`src/rtl/core/rtx_pkg.sv`:
```
// Shared types and constants for the signed integer to radix text block.
// No dependencies.
package rtx_pkg;

   localparam int VALUE_W  = 32;
   localparam int SYM_W    = 8;
   localparam int SYM_NUM  = 16;
   localparam int DIGIT_W  = 4;
   localparam int COUNT_W  = 5;
   localparam int CSR_W    = 64;
   localparam int CSR_IDX_W = 2;

   localparam logic [CSR_IDX_W-1:0] CSR_SYM_COUNT = 2'd0;
   localparam logic [CSR_IDX_W-1:0] CSR_SYM_LOW   = 2'd1;
   localparam logic [CSR_IDX_W-1:0] CSR_SYM_HIGH  = 2'd2;

   localparam logic [COUNT_W-1:0] SYM_COUNT_RST = 5'd10;
   localparam logic [CSR_W-1:0]   SYM_LOW_RST   = 64'h3837363534333231;
   localparam logic [CSR_W-1:0]   SYM_HIGH_RST  = 64'h0000000000003938;

   localparam logic [SYM_W-1:0] CHAR_SPACE = 8'd32;
   localparam logic [SYM_W-1:0] CHAR_DEL   = 8'd127;
   localparam logic [SYM_W-1:0] CHAR_MINUS = 8'd45;
   localparam logic [SYM_W-1:0] CHAR_PLUS  = 8'd43;

   typedef struct packed {
      logic done;
      logic quot_zero;
   } div_status_type;

endpackage

```
`src/rtl/core/rtx_div.sv`:
```
// Bit-serial restoring divider: 32-bit dividend by a radix of at most 16.
// One quotient bit per cycle. Depends on rtx_pkg.
module rtx_div
   import rtx_pkg::*;
(
   input  logic                 clock,
   input  logic                 reset,
   input  logic                 start,
   input  logic [VALUE_W-1:0]   dividend,
   input  logic [COUNT_W-1:0]   radix,
   output div_status_type       status,
   output logic [VALUE_W-1:0]   quotient,
   output logic [DIGIT_W-1:0]   remainder
);

   localparam int CNT_W = $clog2(VALUE_W);

   logic [VALUE_W-1:0] mag_ff, mag_in;
   logic [DIGIT_W-1:0] rem_ff, rem_in;
   logic [CNT_W-1:0]   cnt_ff, cnt_in;
   logic               busy_ff, busy_in;
   logic               done_ff, done_in;
   logic [DIGIT_W:0]   trial;
   logic               ge;

   assign trial = {rem_ff, mag_ff[VALUE_W-1]};
   assign ge    = (trial >= radix);

   always_comb begin
      mag_in  = mag_ff;
      rem_in  = rem_ff;
      cnt_in  = cnt_ff;
      busy_in = busy_ff;
      done_in = 1'b0;
      if (start) begin
         mag_in  = dividend;
         rem_in  = '0;
         cnt_in  = '0;
         busy_in = 1'b1;
      end else if (busy_ff) begin
         mag_in = {mag_ff[VALUE_W-2:0], ge};
         rem_in = ge ? DIGIT_W'(trial - radix) : DIGIT_W'(trial);
         cnt_in = cnt_ff + 1'b1;
         if (cnt_ff == CNT_W'(VALUE_W - 1)) begin
            busy_in = 1'b0;
            done_in = 1'b1;
         end
      end
   end

   always_ff @(posedge clock) begin
      mag_ff <= mag_in;
      rem_ff <= rem_in;
      cnt_ff <= cnt_in;
      if (reset) begin
         busy_ff <= 1'b0;
         done_ff <= 1'b0;
      end else begin
         busy_ff <= busy_in;
         done_ff <= done_in;
      end
   end

   assign status.done      = done_ff;
   assign status.quot_zero = (mag_ff == '0);
   assign quotient         = mag_ff;
   assign remainder        = rem_ff;

endmodule

```
`src/rtl/core/signed_integer_to_radix_text_top.sv`:
```
// Top level: signed 32-bit value to text in a configurable radix.
// Depends on rtx_pkg and rtx_div.
//
//   channel  dir  handshake             payload
//   req      in   req_valid/req_stall   req_value
//   rsp      out  rsp_valid/rsp_stall   rsp_char_code, rsp_last_of_run
//   csr      in   csr_write_en          csr_index, csr_wdata
//
// One item at a time. An item is accepted, its symbol set is checked symbol by
// symbol, each digit comes from the bit-serial divider, then characters go out
// one per cycle while rsp is not stalled; a bad symbol set gives no text.
// Synchronous reset clears control and restores the register defaults.
// req_stall is high while an item is in work; a stall on rsp holds the result.
module signed_integer_to_radix_text_top
   import rtx_pkg::*;
#(
   parameter int MAX_SYMBOLS = 16
)
(
   input  logic                      clock,
   input  logic                      reset,
   input  logic                      req_valid,
   output logic                      req_stall,
   input  logic signed [VALUE_W-1:0] req_value,
   output logic                      rsp_valid,
   input  logic                      rsp_stall,
   output logic [SYM_W-1:0]          rsp_char_code,
   output logic                      rsp_last_of_run,
   input  logic                      csr_write_en,
   input  logic [CSR_IDX_W-1:0]      csr_index,
   input  logic [CSR_W-1:0]          csr_wdata
);

   localparam logic [1:0] ST_IDLE  = 2'd0;
   localparam logic [1:0] ST_CHECK = 2'd1;
   localparam logic [1:0] ST_DIV   = 2'd2;
   localparam logic [1:0] ST_EMIT  = 2'd3;

   localparam int ND_W  = $clog2(VALUE_W) + 1;
   localparam int IDX_W = $clog2(SYM_NUM);
   localparam int STK_W = VALUE_W * DIGIT_W;

   logic [COUNT_W-1:0] count_ff, count_in;
   logic [CSR_W-1:0]   low_ff, low_in;
   logic [CSR_W-1:0]   high_ff, high_in;

   logic [1:0]         state_ff, state_in;
   logic [IDX_W-1:0]   idx_ff, idx_in;
   logic               neg_ff, neg_in;
   logic [VALUE_W-1:0] mag_ff, mag_in;
   logic [ND_W-1:0]    nd_ff, nd_in;
   logic [STK_W-1:0]   stk_ff, stk_in;

   logic               rsp_valid_ff, rsp_valid_in;
   logic [SYM_W-1:0]   char_ff, char_in;
   logic               last_ff, last_in;

   logic [2*CSR_W-1:0] syms;
   logic [SYM_W-1:0]   sym;
   logic               bad_char;
   logic               dup;
   logic               accept;
   logic               count_ok;
   logic               slot_free;
   logic               div_start;
   logic [VALUE_W-1:0] div_dividend;
   div_status_type     div_status;
   logic [VALUE_W-1:0] div_quot;
   logic [DIGIT_W-1:0] div_rem;

   rtx_div u_div (
      .clock     (clock),
      .reset     (reset),
      .start     (div_start),
      .dividend  (div_dividend),
      .radix     (count_ff),
      .status    (div_status),
      .quotient  (div_quot),
      .remainder (div_rem)
   );

   assign syms      = {high_ff, low_ff};
   assign sym       = syms[{idx_ff, 3'b000} +: SYM_W];
   assign bad_char  = (sym <= CHAR_SPACE) || (sym >= CHAR_DEL) ||
                      (sym == CHAR_MINUS) || (sym == CHAR_PLUS);
   assign accept    = req_valid && !req_stall;
   assign req_stall = (state_ff != ST_IDLE);
   assign count_ok  = (count_ff >= 5'd2) && (count_ff <= COUNT_W'(MAX_SYMBOLS));
   assign slot_free = !rsp_valid_ff || !rsp_stall;

   always_comb begin
      dup = 1'b0;
      for (int j = 0; j < SYM_NUM; j++) begin
         if ((IDX_W'(j) > idx_ff) && (COUNT_W'(j) < count_ff) &&
             (syms[j*SYM_W +: SYM_W] == sym)) begin
            dup = 1'b1;
         end
      end
   end

   always_comb begin
      count_in = count_ff;
      low_in   = low_ff;
      high_in  = high_ff;
      if (csr_write_en) begin
         case (csr_index)
            CSR_SYM_COUNT: count_in = csr_wdata[COUNT_W-1:0];
            CSR_SYM_LOW:   low_in   = csr_wdata;
            CSR_SYM_HIGH:  high_in  = csr_wdata;
            default: ;
         endcase
      end
   end

   always_comb begin
      state_in     = state_ff;
      idx_in       = idx_ff;
      neg_in       = neg_ff;
      mag_in       = mag_ff;
      nd_in        = nd_ff;
      stk_in       = stk_ff;
      rsp_valid_in = rsp_valid_ff;
      char_in      = char_ff;
      last_in      = last_ff;
      div_start    = 1'b0;
      div_dividend = mag_ff;
      if (slot_free) begin
         rsp_valid_in = 1'b0;
      end
      case (state_ff)
         ST_IDLE: begin
            if (accept) begin
               neg_in = req_value[VALUE_W-1];
               mag_in = req_value[VALUE_W-1] ? (VALUE_W'(0) - VALUE_W'(req_value))
                                             : VALUE_W'(req_value);
               idx_in = '0;
               nd_in  = '0;
               if (count_ok) begin
                  state_in = ST_CHECK;
               end
            end
         end
         ST_CHECK: begin
            idx_in = idx_ff + 1'b1;
            if (bad_char || dup) begin
               state_in = ST_IDLE;
            end else if (idx_ff == IDX_W'(count_ff - 5'd1)) begin
               state_in  = ST_DIV;
               div_start = 1'b1;
            end
         end
         ST_DIV: begin
            if (div_status.done) begin
               stk_in = {stk_ff[STK_W-DIGIT_W-1:0], div_rem};
               nd_in  = nd_ff + 1'b1;
               if (div_status.quot_zero || (nd_ff == ND_W'(VALUE_W - 1))) begin
                  state_in = ST_EMIT;
               end else begin
                  div_start    = 1'b1;
                  div_dividend = div_quot;
               end
            end
         end
         ST_EMIT: begin
            if (slot_free) begin
               rsp_valid_in = 1'b1;
               if (neg_ff) begin
                  char_in = CHAR_MINUS;
                  last_in = 1'b0;
                  neg_in  = 1'b0;
               end else begin
                  char_in = syms[{stk_ff[DIGIT_W-1:0], 3'b000} +: SYM_W];
                  last_in = (nd_ff == ND_W'(1));
                  stk_in  = {DIGIT_W'(0), stk_ff[STK_W-1:DIGIT_W]};
                  nd_in   = nd_ff - 1'b1;
                  if (nd_ff == ND_W'(1)) begin
                     state_in = ST_IDLE;
                  end
               end
            end
         end
         default: state_in = ST_IDLE;
      endcase
   end

   always_ff @(posedge clock) begin
      idx_ff  <= idx_in;
      mag_ff  <= mag_in;
      stk_ff  <= stk_in;
      char_ff <= char_in;
      last_ff <= last_in;
      if (reset) begin
         count_ff     <= SYM_COUNT_RST;
         low_ff       <= SYM_LOW_RST;
         high_ff      <= SYM_HIGH_RST;
         state_ff     <= ST_IDLE;
         neg_ff       <= 1'b0;
         nd_ff        <= '0;
         rsp_valid_ff <= 1'b0;
      end else begin
         count_ff     <= count_in;
         low_ff       <= low_in;
         high_ff      <= high_in;
         state_ff     <= state_in;
         neg_ff       <= neg_in;
         nd_ff        <= nd_in;
         rsp_valid_ff <= rsp_valid_in;
      end
   end

   assign rsp_valid       = rsp_valid_ff;
   assign rsp_char_code   = char_ff;
   assign rsp_last_of_run = last_ff;

endmodule

```
`config.mk`:
```
export PLATFORM = sky130hd
export DESIGN_NAME = signed_integer_to_radix_text_top
export DESIGN_NICKNAME = d
export VERILOG_FILES = /design/src/rtl/core/rtx_pkg.sv /design/src/rtl/core/rtx_div.sv /design/src/rtl/core/signed_integer_to_radix_text_top.sv
export SDC_FILE = /design/constraint.sdc
export NUM_CORES = 1
export LEC_CHECK = 0
export BUFFER_PORTS_ARGS = -buffer_cell sky130_fd_sc_hd__clkbuf_2
export CORE_UTILIZATION = 45
export DETAILED_ROUTE_END_ITERATION = 6
export GPL_TIMING_DRIVEN = 1
export HOLD_SLACK_MARGIN = 0.05
export MAX_ROUTING_LAYER = met4
export PLACE_DENSITY = 0.58
export SLEW_MARGIN = 20
export SYNTH_ARGS = -nofsm -noshare
export SYNTH_HDL_FRONTEND = slang
export SYNTH_SLANG_ARGS = --single-unit
```
`constraint.sdc`:
```
create_clock -name clock -period 10.9 [get_ports clock]
set_input_delay 0.545 -clock clock [delete_from_list [all_inputs] [get_ports clock]]
set_output_delay 0.545 -clock clock [all_outputs]
set_load 0.05 [all_outputs]
```
==> impl_metrics.tcl <==
set metrics [dict create \
    nNetsFinal 2034 \
    routed_via_density 5.844 \
    synthArstFlopShare 0 \
    core_area_mm2 0.04412 \
    clkSlewWorstSetupHoldPaths_ns 0.06 \
    final.setup_skew_ns 0.01512 \
    clkLatencyLatePin_ns 0.57 \
    final_core_util 0.5090 \
    rsz0062_at_grt "false" \
    htreeDepth 2 \
    synthesis.instances 1871 \
    hpwl_mm 36.73 \
    ys_types 89 \
    cp_top_family "buffers and inverters" \
    arrival_ns 6.03 \
    slew_headroom 0.2886 \
    avgRoutedWirePerCell_um 21.22 \
    first_global_vias 13921 \
    synth-adder-area-share 0.01344 \
    yosys.area.top_type "edfxtp_1" \
    drtAntennaViolNets 0 \
    seqCellArea_mm2 0.009239 \
    die_x_um 213.4 \
    synthSimpleGateAreaFrac 0.1378 \
    dieArea_mm2 0.04555 \
    clock_path_buffers 3 \
    critPathMaxStageDelay_ns 1.00 \
    synth.mux.area_fraction 0.1610 \
    status "finished, final reports clean" \
    syn-cell-area_mm2 0.02012 \
    path_cells "clkinv_1 > mux2i_1 > mux2i_4 > xor2_1 > a2111oi_0 > and4_1 > a31oi_1 > nand4_4 > nor4_4 > o21a_1 > buf_4" \
    area_growth_pct 11.66 \
    grt_pass1_wl_mm 83.05 \
    ys_ff_latch 359 \
    worst_setup_path_end_kind "flop" \
    dpl_cell_area_mm2 0.02094 \
    max_cap_violations 0 \
    worst_pin_slew_ns 1.067 \
    synth_top_family_by_area "multiplexers" \
    slew_viol_final 0 \
    synth_compound_area_frac 0.1261 \
    critical_path_class "reg -> reg" \
    hold_viol 0 \
    cts_setup_buffers 0 \
    wirelength_mm 53.78 \
    worst-path-buf-inv 2 \
    synth.net_count 1995 \
    synth_area_leaders "edfxtp_1 (31%), dfxtp_1 (15%), mux4_2 (7.2%)" \
    synth_seq_area_share 0.4593 \
    start_util 0.4559 \
    finalNonFillerCells 2535 \
    cp_slowest_cell "clkinv_1" \
    synthXorXnorAreaFrac 0.06400 \
    synth-main-ff-cell "edfxtp_1" \
    worstPathMaxFanout 35 \
    max_freq_mhz 171.8 \
    tns_ns 0 \
    synth_common_cells "nand2_1 (335), edfxtp_1 (205), a21oi_1 (164)" \
    die_h_um 213.4 \
    num_vias 14814 \
    dp.cells 2459 \
    clock-root-buffer "clkbuf_16" \
    crit_required_ns 11.11 \
    fillers 4122 \
    gp_congestion 0.9284 \
    grt_max_degree 87 \
    tritoncts "done" \
    rows 77 \
    grt_remaining_overflow 0 \
    netlist.area_leader.share 0.3060 \
    yosys_warnings 0 \
    first_pass_iters 5 \
    antenna_found_initial 1 \
    layout-drive-gt1-share 0.2255 \
    cts_resized 0 \
    design_area_mm2 0.02246 \
    initialDrtViolationCount 1397 \
    portBuffers 113 \
    critPathLaunchType "flop" \
    cts_sinks 359 \
    cts-buffers-inserted 40 \
    hold_path_class "in -> reg" \
    grt_util_all_layers 0.2451 \
    multiInputGateArea_mm2 0.01015 \
    synth.avg_cell_area_um2 10.75 \
    p_leak_uw 0.007769 \
    holdBufCountCts 0 \
    drc 0 \
    yosysMostFrequentCell "nand2_1" \
    finalSetupViolations 0 \
    max-vdd-ir-drop_v 0.00009403 \
    synth_edf_count 205 \
    post-route-min-period_ns 5.820 \
    boundaryPins 114 \
    fin_crit_sh 0.5340 \
    power_density_mw_per_mm2 199.0 \
]
-- stage by stage --
step	setup slack, ns	hold slack, ns	total power, uW
after global routing	4.731	0.1768	4680
final	5.080	0.1933	4469
after global placement	5.351	0.4568	2976
after floorplan	3.958	0.4435	2690
after CTS	5.154	0.1658	4497
after detailed placement	5.212	0.4705	2988
-- final cells by class --
class / count / area share
Tap cell: 592 / 0.03298
Sequential cell: 359 / 0.4113
Clock inverter: 19 / 0.01253
Clock buffer: 55 / 0.05392
Timing Repair Buffer: 135 / 0.03320
Inverter: 24 / 0.004011
Antenna cell: 1 / 0.0001114
Multi-Input combinational cell: 1350 / 0.4519
-- power breakdown --
part           internal (uW)  switching (uW)
logic                    508             857
clock network            926             571
registers               1530            78.3
total                   2960            1510
-- flip-flops by register name, indices dropped and copies added, names as in the netlist, 4 cells and up, named ones only --
signal	flops
high_ff	64
count_ff	5
nd_ff	6
stk_ff	128
low_ff	64
u_div.remainder	4
u_div.quotient	32
idx_ff	4
rsp_char_code	8
u_div.cnt_ff	5
mag_ff	32
-- metal layers --
metal / up-vias / GRT usage / part of all wire
li1: 7005 / - / -
met1: 7233 / 0.3523 / 0.46
met2: 504 / 0.3512 / 0.45
met3: 72 / 0.04086 / 0.068
met4: 0 / 0.07709 / 0.025
met5: - / - / 0
-- cells in the final DEF, fill, tap and decap left out, types with 36 or more instances in the layout --
cell type,instances
nand2_1,334
edfxtp_1,205
a21oi_1,163
dfxtp_1,154
mux2_2,125
clkbuf_2,112
xor2_1,77
xnor2_1,70
mux4_2,64
nor2_1,48
clkbuf_16,43
nand3b_1,37
o211ai_1,36
-- worst paths after layout --
kind | from | endpoint | slack [ns] | cells after the start
hold / removal | req_value[0] | mag_ff[0]$_DFFE_PP_ | 0.19 | 1
setup / recovery | idx_ff[0]$_SDFFCE_PN0P_ | u_div.quotient[17]$_DFFE_PP_ | 5.08 | 11
hold reg to reg | low_ff[6]$_SDFFE_PP0P_ | low_ff[6]$_SDFFE_PP0P_ | 0.48 | 2
setup reg to reg | idx_ff[0]$_SDFFCE_PN0P_ | u_div.quotient[17]$_DFFE_PP_ | 5.08 | 11
-- cells by family (layout without fill, tap and decap cells) --
group                      count (synthesis)  in the layout
and+or+nand+nor                          584            584
AOI/OAI and AO/OA                        376            376
DFF                                      359            359
muxes                                    222            222
buffers and inverters                    162            233
xor gates and xnor gates                 147            147
adders and majority gates                 21             21
other                                      0              1
Power figures use the tool's default switching activity.
